--- src/mfh_pkg.sv ---
// Package for the MQTT fixed header parser: item types, check codes and the flag check.
// Used by every module of the parser; depends on nothing else.
`default_nettype none

package mfh_pkg;

  localparam int MaxLengthBytesDef = 4;

  localparam logic [3:0] PktPublish = 4'd3;
  localparam logic [3:0] PktPubrel  = 4'd6;
  localparam logic [3:0] PktSubscr  = 4'd8;
  localparam logic [3:0] PktUnsub   = 4'd10;
  localparam logic [3:0] FlagsFixed = 4'd2;
  localparam logic [1:0] QosMalf    = 2'd3;
  localparam logic [1:0] QosZero    = 2'd0;

  typedef enum logic [1:0] {
    CodeOk        = 2'd0,
    CodeMalformed = 2'd1,
    CodeRetain    = 2'd2,
    CodeQos       = 2'd3
  } check_code_e;

  typedef struct packed {
    logic [7:0] data_byte;
    logic       header_start;
  } in_item_t;

  typedef struct packed {
    logic [3:0]  packet_type;
    logic [1:0]  check_code;
    logic [27:0] remaining_length;
    logic [2:0]  length_bytes;
  } out_item_t;

  // Flag check for a server that only supports QoS 0.
  function automatic check_code_e flag_check(input logic [3:0] ptype, input logic [3:0] flags);
    check_code_e code;
    if (flags == 4'd0) begin
      code = CodeOk;
    end else if ((ptype == PktPubrel || ptype == PktSubscr || ptype == PktUnsub) &&
                 flags == FlagsFixed) begin
      code = CodeOk;
    end else if (ptype == PktPublish) begin
      if (flags[0]) begin
        code = CodeRetain;
      end else if (flags[2:1] == QosMalf) begin
        code = CodeMalformed;
      end else if (flags[2:1] != QosZero) begin
        code = CodeQos;
      end else if (flags[3]) begin
        code = CodeMalformed;
      end else begin
        code = CodeOk;
      end
    end else begin
      code = CodeMalformed;
    end
    return code;
  endfunction

endpackage

`default_nettype wire

--- src/mfh_in_stage.sv ---
// Input register of the MQTT fixed header parser.
// Depends on mfh_pkg for the input item type.
`default_nettype none

module mfh_in_stage
  import mfh_pkg::*;
(
  input  wire logic     clk_i,
  input  wire logic     rst_ni,
  input  wire logic     in_valid_i,
  output logic          in_stall_o,
  input  wire in_item_t in_item_i,
  output logic          held_valid_o,
  output in_item_t      held_item_o,
  input  wire logic     held_take_i
);

  logic     valid_q, valid_d;
  in_item_t item_q;
  logic     load;

  // The register can load whenever it is empty or its item leaves this cycle.
  assign in_stall_o = valid_q && !held_take_i;
  assign load       = in_valid_i && !in_stall_o;

  always_comb begin
    valid_d = valid_q;
    if (load) begin
      valid_d = 1'b1;
    end else if (held_take_i) begin
      valid_d = 1'b0;
    end
  end

  always_ff @(posedge clk_i or negedge rst_ni) begin
    if (!rst_ni) begin
      valid_q <= 1'b0;
    end else begin
      valid_q <= valid_d;
    end
  end

  always_ff @(posedge clk_i) begin
    if (load) begin
      item_q <= in_item_i;
    end
  end

  assign held_valid_o = valid_q;
  assign held_item_o  = item_q;

endmodule

`default_nettype wire

--- src/mfh_core.sv ---
// Header state, length decoding and result register of the MQTT fixed header parser.
// Depends on mfh_pkg for item types and the flag check.
`default_nettype none

module mfh_core
  import mfh_pkg::*;
#(
  parameter int MAX_LENGTH_BYTES = MaxLengthBytesDef
) (
  input  wire logic     clk_i,
  input  wire logic     rst_ni,
  input  wire logic     held_valid_i,
  input  wire in_item_t held_item_i,
  output logic          held_take_o,
  output logic          out_valid_o,
  input  wire logic     out_stall_i,
  output out_item_t     out_item_o
);

  localparam logic [2:0] MaxCnt = 3'(MAX_LENGTH_BYTES);

  logic        in_field_q, in_field_d;
  logic [3:0]  type_q, type_d;
  logic [1:0]  code_q, code_d;
  logic [27:0] acc_q, acc_d;
  logic [2:0]  cnt_q, cnt_d;
  logic        out_valid_q, out_valid_d;
  out_item_t   out_q, out_d;

  logic        advance;
  logic        step;
  logic        emit;
  logic [27:0] part_shifted;

  // The result register frees up when empty or when its item is taken.
  assign advance     = !out_valid_q || !out_stall_i;
  assign held_take_o = held_valid_i && advance;
  assign step        = held_take_o;

  always_comb begin
    case (cnt_q[1:0])
      2'd0:    part_shifted = {21'd0, held_item_i.data_byte[6:0]};
      2'd1:    part_shifted = {14'd0, held_item_i.data_byte[6:0], 7'd0};
      2'd2:    part_shifted = {7'd0, held_item_i.data_byte[6:0], 14'd0};
      default: part_shifted = {held_item_i.data_byte[6:0], 21'd0};
    endcase
  end

  always_comb begin
    in_field_d = in_field_q;
    type_d     = type_q;
    code_d     = code_q;
    acc_d      = acc_q;
    cnt_d      = cnt_q;
    emit       = 1'b0;
    if (step) begin
      if (held_item_i.header_start) begin
        type_d     = held_item_i.data_byte[7:4];
        code_d     = 2'(flag_check(held_item_i.data_byte[7:4], held_item_i.data_byte[3:0]));
        acc_d      = 28'd0;
        cnt_d      = 3'd0;
        in_field_d = 1'b1;
      end else if (in_field_q) begin
        if (cnt_q < 3'd4) begin
          acc_d = acc_q + part_shifted;
        end
        cnt_d = cnt_q + 3'd1;
        if (!held_item_i.data_byte[7] || cnt_d >= MaxCnt) begin
          emit       = 1'b1;
          in_field_d = 1'b0;
        end
      end
    end
  end

  always_comb begin
    out_valid_d = out_valid_q;
    out_d       = out_q;
    if (advance) begin
      out_valid_d = emit;
    end
    if (emit) begin
      out_d.packet_type      = type_q;
      out_d.check_code       = code_q;
      out_d.remaining_length = acc_d;
      out_d.length_bytes     = cnt_d;
    end
  end

  always_ff @(posedge clk_i or negedge rst_ni) begin
    if (!rst_ni) begin
      in_field_q  <= 1'b0;
      type_q      <= 4'd0;
      code_q      <= 2'd0;
      acc_q       <= 28'd0;
      cnt_q       <= 3'd0;
      out_valid_q <= 1'b0;
    end else begin
      in_field_q  <= in_field_d;
      type_q      <= type_d;
      code_q      <= code_d;
      acc_q       <= acc_d;
      cnt_q       <= cnt_d;
      out_valid_q <= out_valid_d;
    end
  end

  always_ff @(posedge clk_i) begin
    out_q <= out_d;
  end

  assign out_valid_o = out_valid_q;
  assign out_item_o  = out_q;

endmodule

`default_nettype wire

--- src/mqtt_fixed_header_parser_top.sv ---
// MQTT fixed header parser, top level. Depends on mfh_pkg, mfh_in_stage and mfh_core.
// Flow: a byte accepted into the input register waits there until the result register
// can advance; the header logic then folds it in, and a result it completes lands in the
// result register. Throughput: one byte per cycle, sustained, while out_stall_i is low.
// Reset (rst_ni low, asynchronous) empties both registers and leaves the parser idle.
`default_nettype none

module mqtt_fixed_header_parser_top
  import mfh_pkg::*;
#(
  parameter int MAX_LENGTH_BYTES = MaxLengthBytesDef
) (
  input  wire logic     clk_i,
  input  wire logic     rst_ni,
  input  wire logic     in_valid_i,
  output logic          in_stall_o,
  input  wire in_item_t in_item_i,
  output logic          out_valid_o,
  input  wire logic     out_stall_i,
  output out_item_t     out_item_o
);

  logic     held_valid;
  in_item_t held_item;
  logic     held_take;

  // The input register decouples the byte stream from the header logic; while a finished
  // result waits downstream, a new item is taken only if the input register is empty.
  mfh_in_stage u_in_stage (
    .clk_i        (clk_i),
    .rst_ni       (rst_ni),
    .in_valid_i   (in_valid_i),
    .in_stall_o   (in_stall_o),
    .in_item_i    (in_item_i),
    .held_valid_o (held_valid),
    .held_item_o  (held_item),
    .held_take_i  (held_take)
  );

  // The core keeps the header state: packet type, check code, the partial length and
  // the count of length bytes. A start mark always restarts the header; bytes without
  // it are ignored while idle. The field closes on a byte with bit 7 clear or on the
  // last allowed length byte, and the finished header lands in the result register.
  mfh_core #(
    .MAX_LENGTH_BYTES (MAX_LENGTH_BYTES)
  ) u_core (
    .clk_i        (clk_i),
    .rst_ni       (rst_ni),
    .held_valid_i (held_valid),
    .held_item_i  (held_item),
    .held_take_o  (held_take),
    .out_valid_o  (out_valid_o),
    .out_stall_i  (out_stall_i),
    .out_item_o   (out_item_o)
  );

endmodule

`default_nettype wire
--- config.mk ---
export PLATFORM = sky130hd
export DESIGN_NAME = mqtt_fixed_header_parser_top
export DESIGN_NICKNAME = d
export VERILOG_FILES = /design/src/mfh_pkg.sv /design/src/mfh_in_stage.sv /design/src/mfh_core.sv /design/src/mqtt_fixed_header_parser_top.sv
export SDC_FILE = /design/constraint.sdc
export NUM_CORES = 1
export LEC_CHECK = 0
export ABC_CLOCK_PERIOD_IN_PS = 3200
export BUFFER_PORTS_ARGS = -buffer_cell sky130_fd_sc_hd__buf_2
export CAP_MARGIN = 40
export CORE_ASPECT_RATIO = 1.1
export CORE_UTILIZATION = 35
export DETAILED_ROUTE_END_ITERATION = 10
export SLEW_MARGIN = 20
export SYNTH_ARGS = -nofsm -noshare
export SYNTH_HDL_FRONTEND = slang
export SYNTH_SLANG_ARGS = --single-unit
export TNS_END_PERCENT = 30
--- constraint.sdc ---
create_clock -name clk_i -period 3.2 [get_ports clk_i]
set_input_delay 0.64 -clock clk_i [delete_from_list [all_inputs] [get_ports clk_i]]
set_output_delay 0.64 -clock clk_i [all_outputs]
set_load 0.05 [all_outputs]
**Word level (Yosys, flattened, before mapping)**

Index checks and enable logic that the tools add are counted.

- Bits in registers: 86
- Input port bits: 13
- Output and inout bits: 39
- Logic and storage cells: 67

- Add/sub/neg operators: 2
- Magnitude comparators: 2
- Equal/unequal tests: 8
- Multiplexer cells: 24
- Reductions and logical operators: 18

Operator list:

| kind | count |
|---|---|
| two-way mux 28 bit | 4 |
| one-hot mux 28 bit (3 select lines) | 1 |
| adder 28 bit | 1 |
| two-way mux 2 bit | 6 |
| two-way mux 1 bit | 10 |
| two-way mux 3 bit | 3 |
| == test 4 x 2 -> 1 bit (second input constant) | 2 |
| == test 4 bit (second input constant) | 2 |
| logical NOT 1 bit | 5 |
| == test 2 bit (second input constant) | 2 |
| == test 4 x 3 -> 1 bit (second input constant) | 1 |
| logical AND 1 bit | 4 |
| logical NOT 4 bit | 1 |
| logical OR 1 bit | 4 |
| nonzero test 2 bit | 2 |
| adder 3 x 1 -> 3 bit (second input constant) | 1 |
| greater-or-equal comparator 3 bit (second input constant) | 1 |
| < comparator 3 bit (second input constant) | 1 |
| == test 2 x 1 -> 1 bit (second input constant) | 1 |
| logical NOT 2 bit | 1 |
| AND reduction 2 bit | 1 |

**Longest topological paths before layout**

Gate-level depths: netlist (run 1).

- Depth after elaboration: 8
- Depth in mapped cells: 15
- Mapped depth without buffers: 15

**Modules after synthesis**

From an unflattened synthesis (run 1), not the netlist that was laid out.

- Cells, all modules: 460
- Area total of the unflattened synthesis: 4789.6 sq um

By module, submodules not included:

| module | times used | cells each | area each (sq um) | seq. area each (sq um) |
|---|---|---|---|---|
| mfh_core | 1 | 446 | 4461.8 | 2087.0 |
| mfh_in_stage | 1 | 14 | 327.8 | 295.3 |

**Worst setup path after synthesis (run 1)**

No wires, ideal clock.

- Path type: reg2reg
- From: reg u_core.cnt_q[0]
- To: reg u_core.out_q (netlist bit u_core.out_item_o[29]), data pin
- Setup time: 275 ps
- Arrival time: 2889 ps
- Data required time: 2925 ps
- Slack: 36 ps
- Cell stages (with the launch flop): 16
- Path buffers: 0
- Clock period less this slack: 3164 ps
- Cells stage by stage: dfrtp_1 > inv_1 > ha_1 > nor2b_1 > and2_1 > ha_1 > fa_1 > a21o_1 > a21oi_1 > nand2b_1 > a21oi_1 > a21oi_2 > o211ai_1 > a31oi_1 > xor2_1 > o21ai_0

- Word-level cells in the longest chain between the ends: 7
- Elaborated cells on any way between the ends: 10
- Classes of those cells: add/sub (1); order compare (1); eq/ne (2); mux (5); reduce/logical (1)

Ends and longest elaborated chain:

| element | line | text |
|---|---|---|
| start, declared | mfh_core.sv:26 | `logic [2:0] cnt_q, cnt_d;` |
| start signal, assigned | mfh_core.sv:103 | `cnt_q <= cnt_d;` |
| == test 2 bit, or another cell as far along | mfh_core.sv:41 | `case (cnt_q[1:0])` |
| one-hot mux 28 bit (3 select lines) | mfh_core.sv:41 |  |
| adder 28 bit | mfh_core.sv:65 | `acc_d = acc_q + part_shifted;` |
| two-way mux 28 bit (*) | mfh_core.sv:64 | `if (cnt_q < 3'd4) begin` |
| two-way mux 28 bit (*) | mfh_core.sv:63 | `end else if (in_field_q) begin` |
| two-way mux 28 bit (*) | mfh_core.sv:57 | `if (held_item_i.header_start) begin` |
| two-way mux 28 bit (*) | mfh_core.sv:56 | `if (step) begin` |
| via u_core.acc_d[26] | mfh_core.sv:25 | `logic [27:0] acc_q, acc_d;` |
| end signal, assigned | mfh_core.sv:109 | `out_q <= out_d;` |
| end, declared | mfh_core.sv:28 | `out_item_t out_q, out_d;` |

The timed path passes the listed nets; every way through them passes the cells marked *.
A chain may end at the register's enable or synchronous reset.

**Final worst setup path (run 1)**

- From: reg u_core.cnt_q[1]
- To: reg u_core.out_q (netlist bit u_core.out_item_o[29]), data pin

Same word-level chain as after synthesis.

==> results of run 1 <==
## cell usage in the layout (no fill, tap or decap), types with 6 or more instances in the layout
cell type,Yosys,routed
ha_2,0,6
and2_1,30,25
buf_4,0,52
a21o_1,18,18
inv_1,13,11
dfrtp_1,40,40
nand2_1,62,60
a21oi_1,24,17
o21ai_0,39,29
nand4_1,6,6
ha_1,34,16
edfxtp_1,46,46
a21oi_2,2,8
clkbuf_16,0,9
ha_4,0,12
nor2_1,27,26
buf_2,3,51
xnor2_1,12,12
nand3_1,10,10
o21ai_1,3,9
xor2_1,11,11
nor3_1,10,9
## registers in the layout, indices dropped and copies added (netlist names)
name / flops
u_core.type_q: 4
u_core.in_field_q: 1
u_core.acc_q: 28
u_core.cnt_q: 3
u_in_stage.held_item_o: 9
u_core.out_item_o: 37
u_core.code_q: 2
u_in_stage.held_valid_o: 1
u_core.out_valid_o: 1
## critical path, cell delays in order, from the launching register on
cell	delay (ns)
dfrtp_1	0.41
inv_2	0.06
ha_2	0.16
nor2b_4	0.14
and2_4	0.16
ha_4	0.15
fa_2	0.33
a21o_1	0.19
a21oi_2	0.20
nand2b_4	0.16
a21oi_2	0.07
a21oi_4	0.21
o211ai_1	0.13
a31oi_1	0.19
xor2_1	0.17
o21ai_1	0.09
## cell families after synthesis
logic type	Yosys count
buffers and inverters	23
flip-flops	86
multiplexers	1
adder cells (fa/ha/maj)	35
AND/OR/NAND/NOR	172
AO/OA/AOI/OAI	119
XOR/XNOR	23
## where the power goes
group / switching, mW / leakage [nW] / internal [mW]
combinational: 0.846 / 1.65 / 0.671
sequential: 0.117 / 0.969 / 1.34
clock: 0.424 / 0.140 / 0.626
total: 1.39 / 2.76 / 2.64
## path summary, 6_finish.rpt
check	depth (start not counted)	to	startpoint	slack, ns
setup reg to reg	15	u_core.out_item_o[29]	u_core.cnt_q[1]	0.11
hold reg to reg	0	u_core.out_item_o[35]	u_core.type_q[2]	0.45
setup / recovery	15	u_core.out_item_o[29]	u_core.cnt_q[1]	0.11
min in group clk_i	0	u_core.out_item_o[35]	u_core.type_q[2]	0.45
max in group asynchronous	2	u_core.acc_q[27]	rst_ni	2.44
hold / removal	1	u_core.acc_q[7]	rst_ni	0.28
## area by class of cell
| class | count | area share (%) |
|---|---|---|
| Multi-Input combinational cell | 350 | 41.66 |
| Sequential cell | 86 | 38.06 |
| Timing Repair Buffer | 107 | 11.49 |
| Clock buffer | 11 | 3.878 |
| Tap cell | 161 | 3.218 |
| Clock inverter | 5 | 0.9194 |
| Inverter | 13 | 0.7795 |
## routing by layer
metal,global-route usage (%),vias up
met1,22.49,1854
met5,0,-
met2,29.98,91
met4,7.000,0
met3,3.309,17
li1,-,1871
## what timing repair did
action / CTS / global route
gates resized for setup: 22 / 53
buffers inserted: 6 / 2
setup endpoints to repair: 25 / 30
pin swaps: 14 / 27
==> flow_summary.toml, run 1 <==
[synthesis]
synth_cells = 459
syn_area_per_cell_um2 = 10.29
synth_top_area_share_pct = 29.24
synth_xor_area_share_pct = 4.264
synth-seq-cells = 86
netlist_area_um2 = 4725
seq_area_frac_synth_pct = 50.42
synthTopCellsByCount = "nand2_1 (62), edfxtp_1 (46), dfrtp_1 (40)"
yosys.area_share.simple_pct = 17.82
synth_cell_types = 53
yosys.area.top_type = "edfxtp_1"
synth.net_count = 507
yosysMostFrequentCell = "nand2_1"
yosysWarnings = 0
synthMuxAreaShare_pct = 0.2119
synthAdderAreaFrac_pct = 9.428
synth_compound_area_share_pct = 15.94
synth-main-ff-cell = "edfxtp_1"
ys_async_sr_fraction_pct = 46.51
synth_edf_count = 46
synth_top_family_by_area = "simple AND/OR/NAND/NOR gates"
synth.area.top_cells = "edfxtp_1 (29%), dfrtp_1 (21%), ha_1 (9.0%)"

[clock_network]
htree_levels = 3
clock_latency_ns = 0.34
clk_pin_slew_ns = 0.06
ctsHoldBuffers = 0
clock_sinks = 86
cts_made_buffers = 9
cts_tree = "done"
cts_buffer_depth = 2
clockRootBuffer = "clkbuf_16"

[grt]
grt_pass1_wl_um = 18800
grt_usage_pct = 17.70
antenna_found_initial = 0
grt_max_degree = 24
grt_overflow = 0
first_global_vias = 3755

[timing]
fin_crit_ns = 3.095
clock_skew_ns = 0.008510
max_clock_freq_mhz = 323.1
tightest_slew_ns = 0.6664
rsz0062_at_grt = "true"
finalSetupViolCount = 0
hold_ws_ns = 0.2759
setup_ws_ns = 0.1050
hold_viol = 0
finalCritPeriodShare_pct = 96.72
worst_slew_margin_rel_pct = 55.57
tns_ns = 0
slew_viol_final = 0

[detailed_routing]
post_drt_wl_per_cell_um = 16.35
drt_iter0_markers = 158
viasPerCell = 5.229
vias = 3833
met2_wirelength_um = 5947
drt-pass1-iter-count = 8
wl_met3_um = 522
met1Wirelength_um = 5244
drc = 2
top_layer_used = "met4"
drt-total-wl_um = 11980
postRouteAntennaNets = 0

[setup_path]
crit_required_ns = 3.26
end_kind = "register"
crit_type = "register to register"
start_kind = "register"
worst-path-max-fanout = 7
arrival_ns = 3.16

[floorplanning]
initial_core_util_pct = 35.91
die_width_um = 112.8
ios = 52
rows = 44
fp.dieH_um = 123.9
fp.coreArea_um2 = 13160
dieArea_um2 = 13970

[outcome]
status = "complete, but fails checks"
violations = "design-rule violations"

[placed_design]
gp_congestion = 0.8718
dpl.cell_count = 710
dpl.hpwl_um = 8525
dp_slack_ns = -0.2638
port_buffers = 51
post_dp_cell_area_um2 = 5559

[layout]
final.fill_count = 1222
num_antenna_cells = 0
multi_input_area_um2 = 2608
final_util_pct = 47.58
fin_cells = 733
fin_nets = 615
drive_gt1_share_pct = 31.99
area_growth_pct = 32.49
postLayoutCellArea_um2 = 6260
layout.area.seq_um2 = 2382

[pwr]
p_leak_nw = 2.758
fin_total_pwr_mw = 4.027
peakVddDrop_mv = 0.2948
power_density_nw_per_um2 = 643.4

[job]
maxCapViolCount = 0

[min_path]
hp-class = "input port to asynchronous set/reset pin"
(Power assumes the default switching activity.)
==> inputs of run 2 (changes only) <==
--- a/config.mk
+++ b/config.mk
@@ -5,11 +5,12 @@
 export SDC_FILE = /design/constraint.sdc
 export NUM_CORES = 1
 export LEC_CHECK = 0
-export ABC_CLOCK_PERIOD_IN_PS = 3200
+export ABC_CLOCK_PERIOD_IN_PS = 2750
 export BUFFER_PORTS_ARGS = -buffer_cell sky130_fd_sc_hd__buf_2
 export CAP_MARGIN = 40
 export CORE_ASPECT_RATIO = 1.1
 export CORE_UTILIZATION = 35
+export CTS_CLUSTER_DIAMETER = 40
 export DETAILED_ROUTE_END_ITERATION = 10
 export SLEW_MARGIN = 20
 export SYNTH_ARGS = -nofsm -noshare
==> constraint.sdc (replaced) <==
create_clock -name clk_i -period 2.75 [get_ports clk_i]
set_input_delay 0.55 -clock clk_i [delete_from_list [all_inputs] [get_ports clk_i]]
set_output_delay 0.55 -clock clk_i [all_outputs]
set_load 0.05 [all_outputs]
==> run 2 against run 1 <==
- the flow finishes with violations (negative setup slack)
- first-iteration DRC count is 14% lower
- cell area grew 5.5%
- final cell count increased by 4.9%
- clock power rose by 22%
- critical endpoint is now u_core.out_item_o[30]
- highest routed layer unchanged
==> flow_summary.toml, run 2 (synthesis results as in run 1) <==
[detailed_routing]
drt-total-wl_um = 12070
vias = 3894
drt-pass1-iter-count = 5
drc = 0
viasPerCell = 5.064
postRouteAntennaNets = 0
post_drt_wl_per_cell_um = 15.70
drt_iter0_markers = 136

[grt]
first_global_vias = 4029
grt_pass1_wl_um = 19330
grt_max_degree = 25
grt_usage_pct = 18.16
antenna_found_initial = 0
grt_overflow = 0

[clock_network]
clk_pin_slew_ns = 0.06
cts_tree = "done"
clockRootBuffer = "clkbuf_16"
clock_latency_ns = 0.34
cts_made_buffers = 9
ctsHoldBuffers = 0
cts_buffer_depth = 2
htree_levels = 3
clock_sinks = 86

[timing]
clock_skew_ns = 0.005226
max_clock_freq_mhz = 319.1
hold_ws_ns = 0.1638
finalCritPeriodShare_pct = 114.0
worst_slew_margin_rel_pct = 51.30
tightest_slew_ns = 0.7305
hold_viol = 0
slew_viol_final = 0
fin_crit_ns = 3.134
rsz0062_at_grt = "true"
finalSetupViolCount = 34
tns_ns = -6.893
setup_ws_ns = -0.3839

[pwr]
p_leak_nw = 2.945
power_density_nw_per_um2 = 750.9
peakVddDrop_mv = 0.3170

[floorplanning]
initial_core_util_pct = 35.91
dieArea_um2 = 13970
fp.dieH_um = 123.9
rows = 44
ios = 52
fp.coreArea_um2 = 13160
die_width_um = 112.8

[setup_path]
worst-path-max-fanout = 6
arrival_ns = 3.21
crit_required_ns = 2.82
r2r_setup_slack_ns = -0.38
r2r_start = "u_core.cnt_q[1]"
crit_type = "register to register"
reg2reg_depth = 15
start_kind = "register"
worst_r2r_endpoint = "u_core.out_item_o[30]"
end_kind = "register"

[layout]
final_common_cell = "buf_4"
drive_gt1_share_pct = 37.83
final_util_pct = 50.19
final.fill_count = 1166
num_antenna_cells = 0
fin_nets = 651
layout_common_cells = "buf_4 (87), nand2_1 (62), buf_2 (51)"
area_growth_pct = 39.78
fin_cells = 769
largest_reg_flops = 37

[placed_design]
gp_congestion = 0.8521
dp_slack_ns = -0.5713
dpl.cell_count = 742
dpl.hpwl_um = 8770
port_buffers = 51

[job]
maxCapViolCount = 0

[outcome]
status = "complete, but fails checks"
violations = "negative setup slack"

[min_path]
hp-class = "input port to asynchronous set/reset pin"
## run 2: critical path, stage by stage (launching register included)
cell      delay [ns]
dfrtp_2         0.44
inv_2           0.09
ha_4            0.12
nor2b_4         0.20
and2_4          0.19
ha_4            0.20
a211oi_4        0.27
nor4_2          0.06
buf_4           0.15
o21bai_4        0.13
a21oi_2         0.08
o41ai_2         0.39
buf_4           0.18
o211ai_1        0.11
xnor2_1         0.18
nor2_1          0.07
## run 2: power by group
part	internal (mW)	switching, mW	leakage (nW)	total (mW)
combinational	0.933	1.03	1.84	1.97
clock	0.792	0.492	0.142	1.28
sequential	1.56	0.144	0.966	1.71
## run 2: worst max path at each step
stage	startpoint	endpoint	slack, ns
global placement	u_core.cnt_q[1]	u_core.out_item_o[29]	-0.49
finish	u_core.cnt_q[1]	u_core.out_item_o[30]	-0.38
CTS	u_core.cnt_q[0]	u_core.out_item_o[30]	-0.37
floorplan	u_core.cnt_q[0]	u_core.out_item_o[29]	-0.22
global route	u_core.cnt_q[0]	u_core.out_item_o[29]	-0.54
detailed placement	u_core.cnt_q[1]	u_core.out_item_o[29]	-0.57
## run 2: area by class of cell
class / count / area (µm²) / share of cell area, %
multi-input cells: 350 / 2676 / 40.53
inverters: 13 / 48.80 / 0.7389
clock inverters: 6 / 86.33 / 1.307
clock buffers: 10 / 229.0 / 3.467
well taps: 161 / 201.4 / 3.050
flip-flops and latches: 86 / 2385 / 36.11
repair buffers: 143 / 977.2 / 14.80
## run 2: through the flow
stage	power, mW	cell area (µm²)
floorplan	2.663	4763
global placement	3.297	5781
detailed placement	3.342	5816
CTS	4.863	6456
global route	5.243	6604
finish	4.959	6604
## run 2: timing repair
action	4_1_cts	5_1_grt
pin swaps	34	14
gates cloned	0	0
endpoints found under the setup margin	39	41
buffers inserted	11	0
resized for setup	51	33
## run 2: metal layers
metal	part of all wire, %	up-vias	routed length [µm]	global-route usage, %
li1	-	1935	-	-
met5	0	-	0	0
met3	3.6	22	432	3.650
met2	50	67	6026	32.02
met1	44	1870	5318	20.98
met4	2.4	0	295	9.667
==> inputs of run 3 (changes only) <==
--- a/config.mk
+++ b/config.mk
@@ -9,7 +9,7 @@
 export BUFFER_PORTS_ARGS = -buffer_cell sky130_fd_sc_hd__buf_2
 export CAP_MARGIN = 40
 export CORE_ASPECT_RATIO = 1.1
-export CORE_UTILIZATION = 35
+export CORE_UTILIZATION = 40
 export CTS_CLUSTER_DIAMETER = 40
 export DETAILED_ROUTE_END_ITERATION = 10
 export SLEW_MARGIN = 20
==> run 3 against run 2 <==
- fmax down 1.3%
- count of clock-buffer cells in the layout stayed put
- the flow still finishes with violations (negative setup slack)
- hold slack got worse by 0.045 ns
- highest routed layer unchanged
- critical endpoint is now u_core.out_item_o[29]
==> flow_summary.toml, run 3 (synthesis results as in run 1) <==
[floorplanning]
dieArea_um2 = 12250
fp.dieH_um = 116.0
ios = 52
rows = 41
die_width_um = 105.6
initial_core_util_pct = 41.11
fp.coreArea_um2 = 11490

[setup_path]
r2r_start = "u_core.cnt_q[1]"
end_kind = "register"
crit_type = "register to register"
arrival_ns = 3.24
start_kind = "register"
crit_required_ns = 2.81
worst_r2r_endpoint = "u_core.out_item_o[29]"
worst-path-max-fanout = 7
r2r_setup_slack_ns = -0.43
reg2reg_depth = 15

[outcome]
status = "complete, but fails checks"
violations = "negative setup slack"

[timing]
finalCritPeriodShare_pct = 115.5
worst_slew_margin_rel_pct = 45.81
max_clock_freq_mhz = 314.8
clock_skew_ns = 0.009473
hold_viol = 0
rsz0062_at_grt = "true"
setup_ws_ns = -0.4265
tightest_slew_ns = 0.8128
finalSetupViolCount = 40
slew_viol_final = 0
fin_crit_ns = 3.176

[detailed_routing]
drt-total-wl_um = 12210
drt-pass1-iter-count = 4
vias = 3899
viasPerCell = 5.124
drt_iter0_markers = 160
postRouteAntennaNets = 0
drc = 0
post_drt_wl_per_cell_um = 16.04

[placed_design]
dpl.cell_count = 730
port_buffers = 51
dpl.hpwl_um = 8462
gp_congestion = 0.8917

[layout]
drive_gt1_share_pct = 38.63
layout.area.seq_um2 = 2382
area_growth_pct = 40.65
layout_common_cells = "buf_4 (88), nand2_1 (59), buf_2 (51)"
final_common_cell = "buf_4"
multi_input_area_um2 = 2711
final.fill_count = 980
num_antenna_cells = 0
fin_nets = 654
fin_cells = 761
largest_reg_flops = 37

[clock_network]
cts_made_buffers = 9
cts_tree = "done"
ctsHoldBuffers = 0
htree_levels = 3
clock_sinks = 86
clockRootBuffer = "clkbuf_16"
clock_latency_ns = 0.35
cts_buffer_depth = 2
clk_pin_slew_ns = 0.07

[grt]
grt_pass1_wl_um = 19060
grt_overflow = 0
grt_usage_pct = 20.58
grt_max_degree = 26
first_global_vias = 3878
antenna_found_initial = 0

[pwr]
fin_total_pwr_mw = 4.986
power_density_nw_per_um2 = 750.3
peakVddDrop_mv = 0.4899
p_leak_nw = 3.017

[min_path]
hp-class = "input port to asynchronous set/reset pin"

[job]
maxCapViolCount = 0
## run 3: where the power goes
group | internal, mW | switching, mW
sequential | 1.56 | 0.142
combinational | 0.946 | 1.09
clock | 0.734 | 0.512
## run 3: through the flow
stage | hold WS (ns) | worst slack [ns] | setup TNS, ns | instance area (µm²) | utilization (%)
6_report | 0.1189 | -0.4265 | -8.420 | 6645 | 57.83
5_1_grt | 0.1613 | -0.5232 | -13.46 | 6645 | 57.83
4_1_cts | 0.1360 | -0.3817 | -6.799 | 6415 | 55.83
3_5_place_dp | 0.4335 | -0.5811 | -12.06 | 5794 | 50.42
3_3_place_gp | 0.4372 | -0.5611 | -9.350 | 5759 | 50.12
2_1_floorplan | 0.2544 | -0.2204 | -1.687 | 4763 | -
## run 3: worst max path at each step
stage                                       end  depth (start not counted)  slack [ns]       startpoint
after floorplan           u_core.out_item_o[29]                         15       -0.22  u_core.cnt_q[0]
after global placement    u_core.out_item_o[29]                         15       -0.56  u_core.cnt_q[1]
after detailed placement  u_core.out_item_o[29]                         15       -0.58  u_core.cnt_q[0]
after CTS                 u_core.out_item_o[30]                         14       -0.38  u_core.cnt_q[1]
after global routing      u_core.out_item_o[29]                         15       -0.52  u_core.cnt_q[1]
final                     u_core.out_item_o[29]                         15       -0.43  u_core.cnt_q[1]
## run 3: cell type report
cell class	count	area share (%)
multi-input cells	350	40.80
flip-flops and latches	86	35.85
repair buffers	146	15.16
clock buffers	10	3.596
well taps	150	2.824
clock inverters	6	1.036
inverters	13	0.7343
## run 3: per-layer routing
| layer | track usage, % | up-vias | routed length [µm] |
|---|---|---|---|
| met1 | 24.24 | 1853 | 5198 |
| met3 | 3.937 | 16 | 441 |
| met4 | 9.167 | 0 | 299 |
| li1 | - | 1942 | - |
| met2 | 36.75 | 88 | 6270 |
| met5 | 0 | - | 0 |
## run 3: repair_timing
item / 4_1_cts / 5_1_grt
pin swaps: 36 / 26
setup endpoints to repair: 38 / 43
cloned: 0 / 0
resized for setup: 59 / 33
buffers inserted: 10 / 7
## run 3: worst max-delay path, stage by stage, from the launching register on
cell      delay (ns)
dfrtp_1         0.42
inv_2           0.08
ha_4            0.15
nor2b_4         0.14
and2_4          0.15
ha_4            0.16
fa_2            0.34
a21o_1          0.18
a21oi_2         0.15
nand2b_4        0.17
a21oi_4         0.07
a21oi_4         0.25
o211ai_1        0.15
a31oi_1         0.19
xor2_1          0.18
o21ai_1         0.09
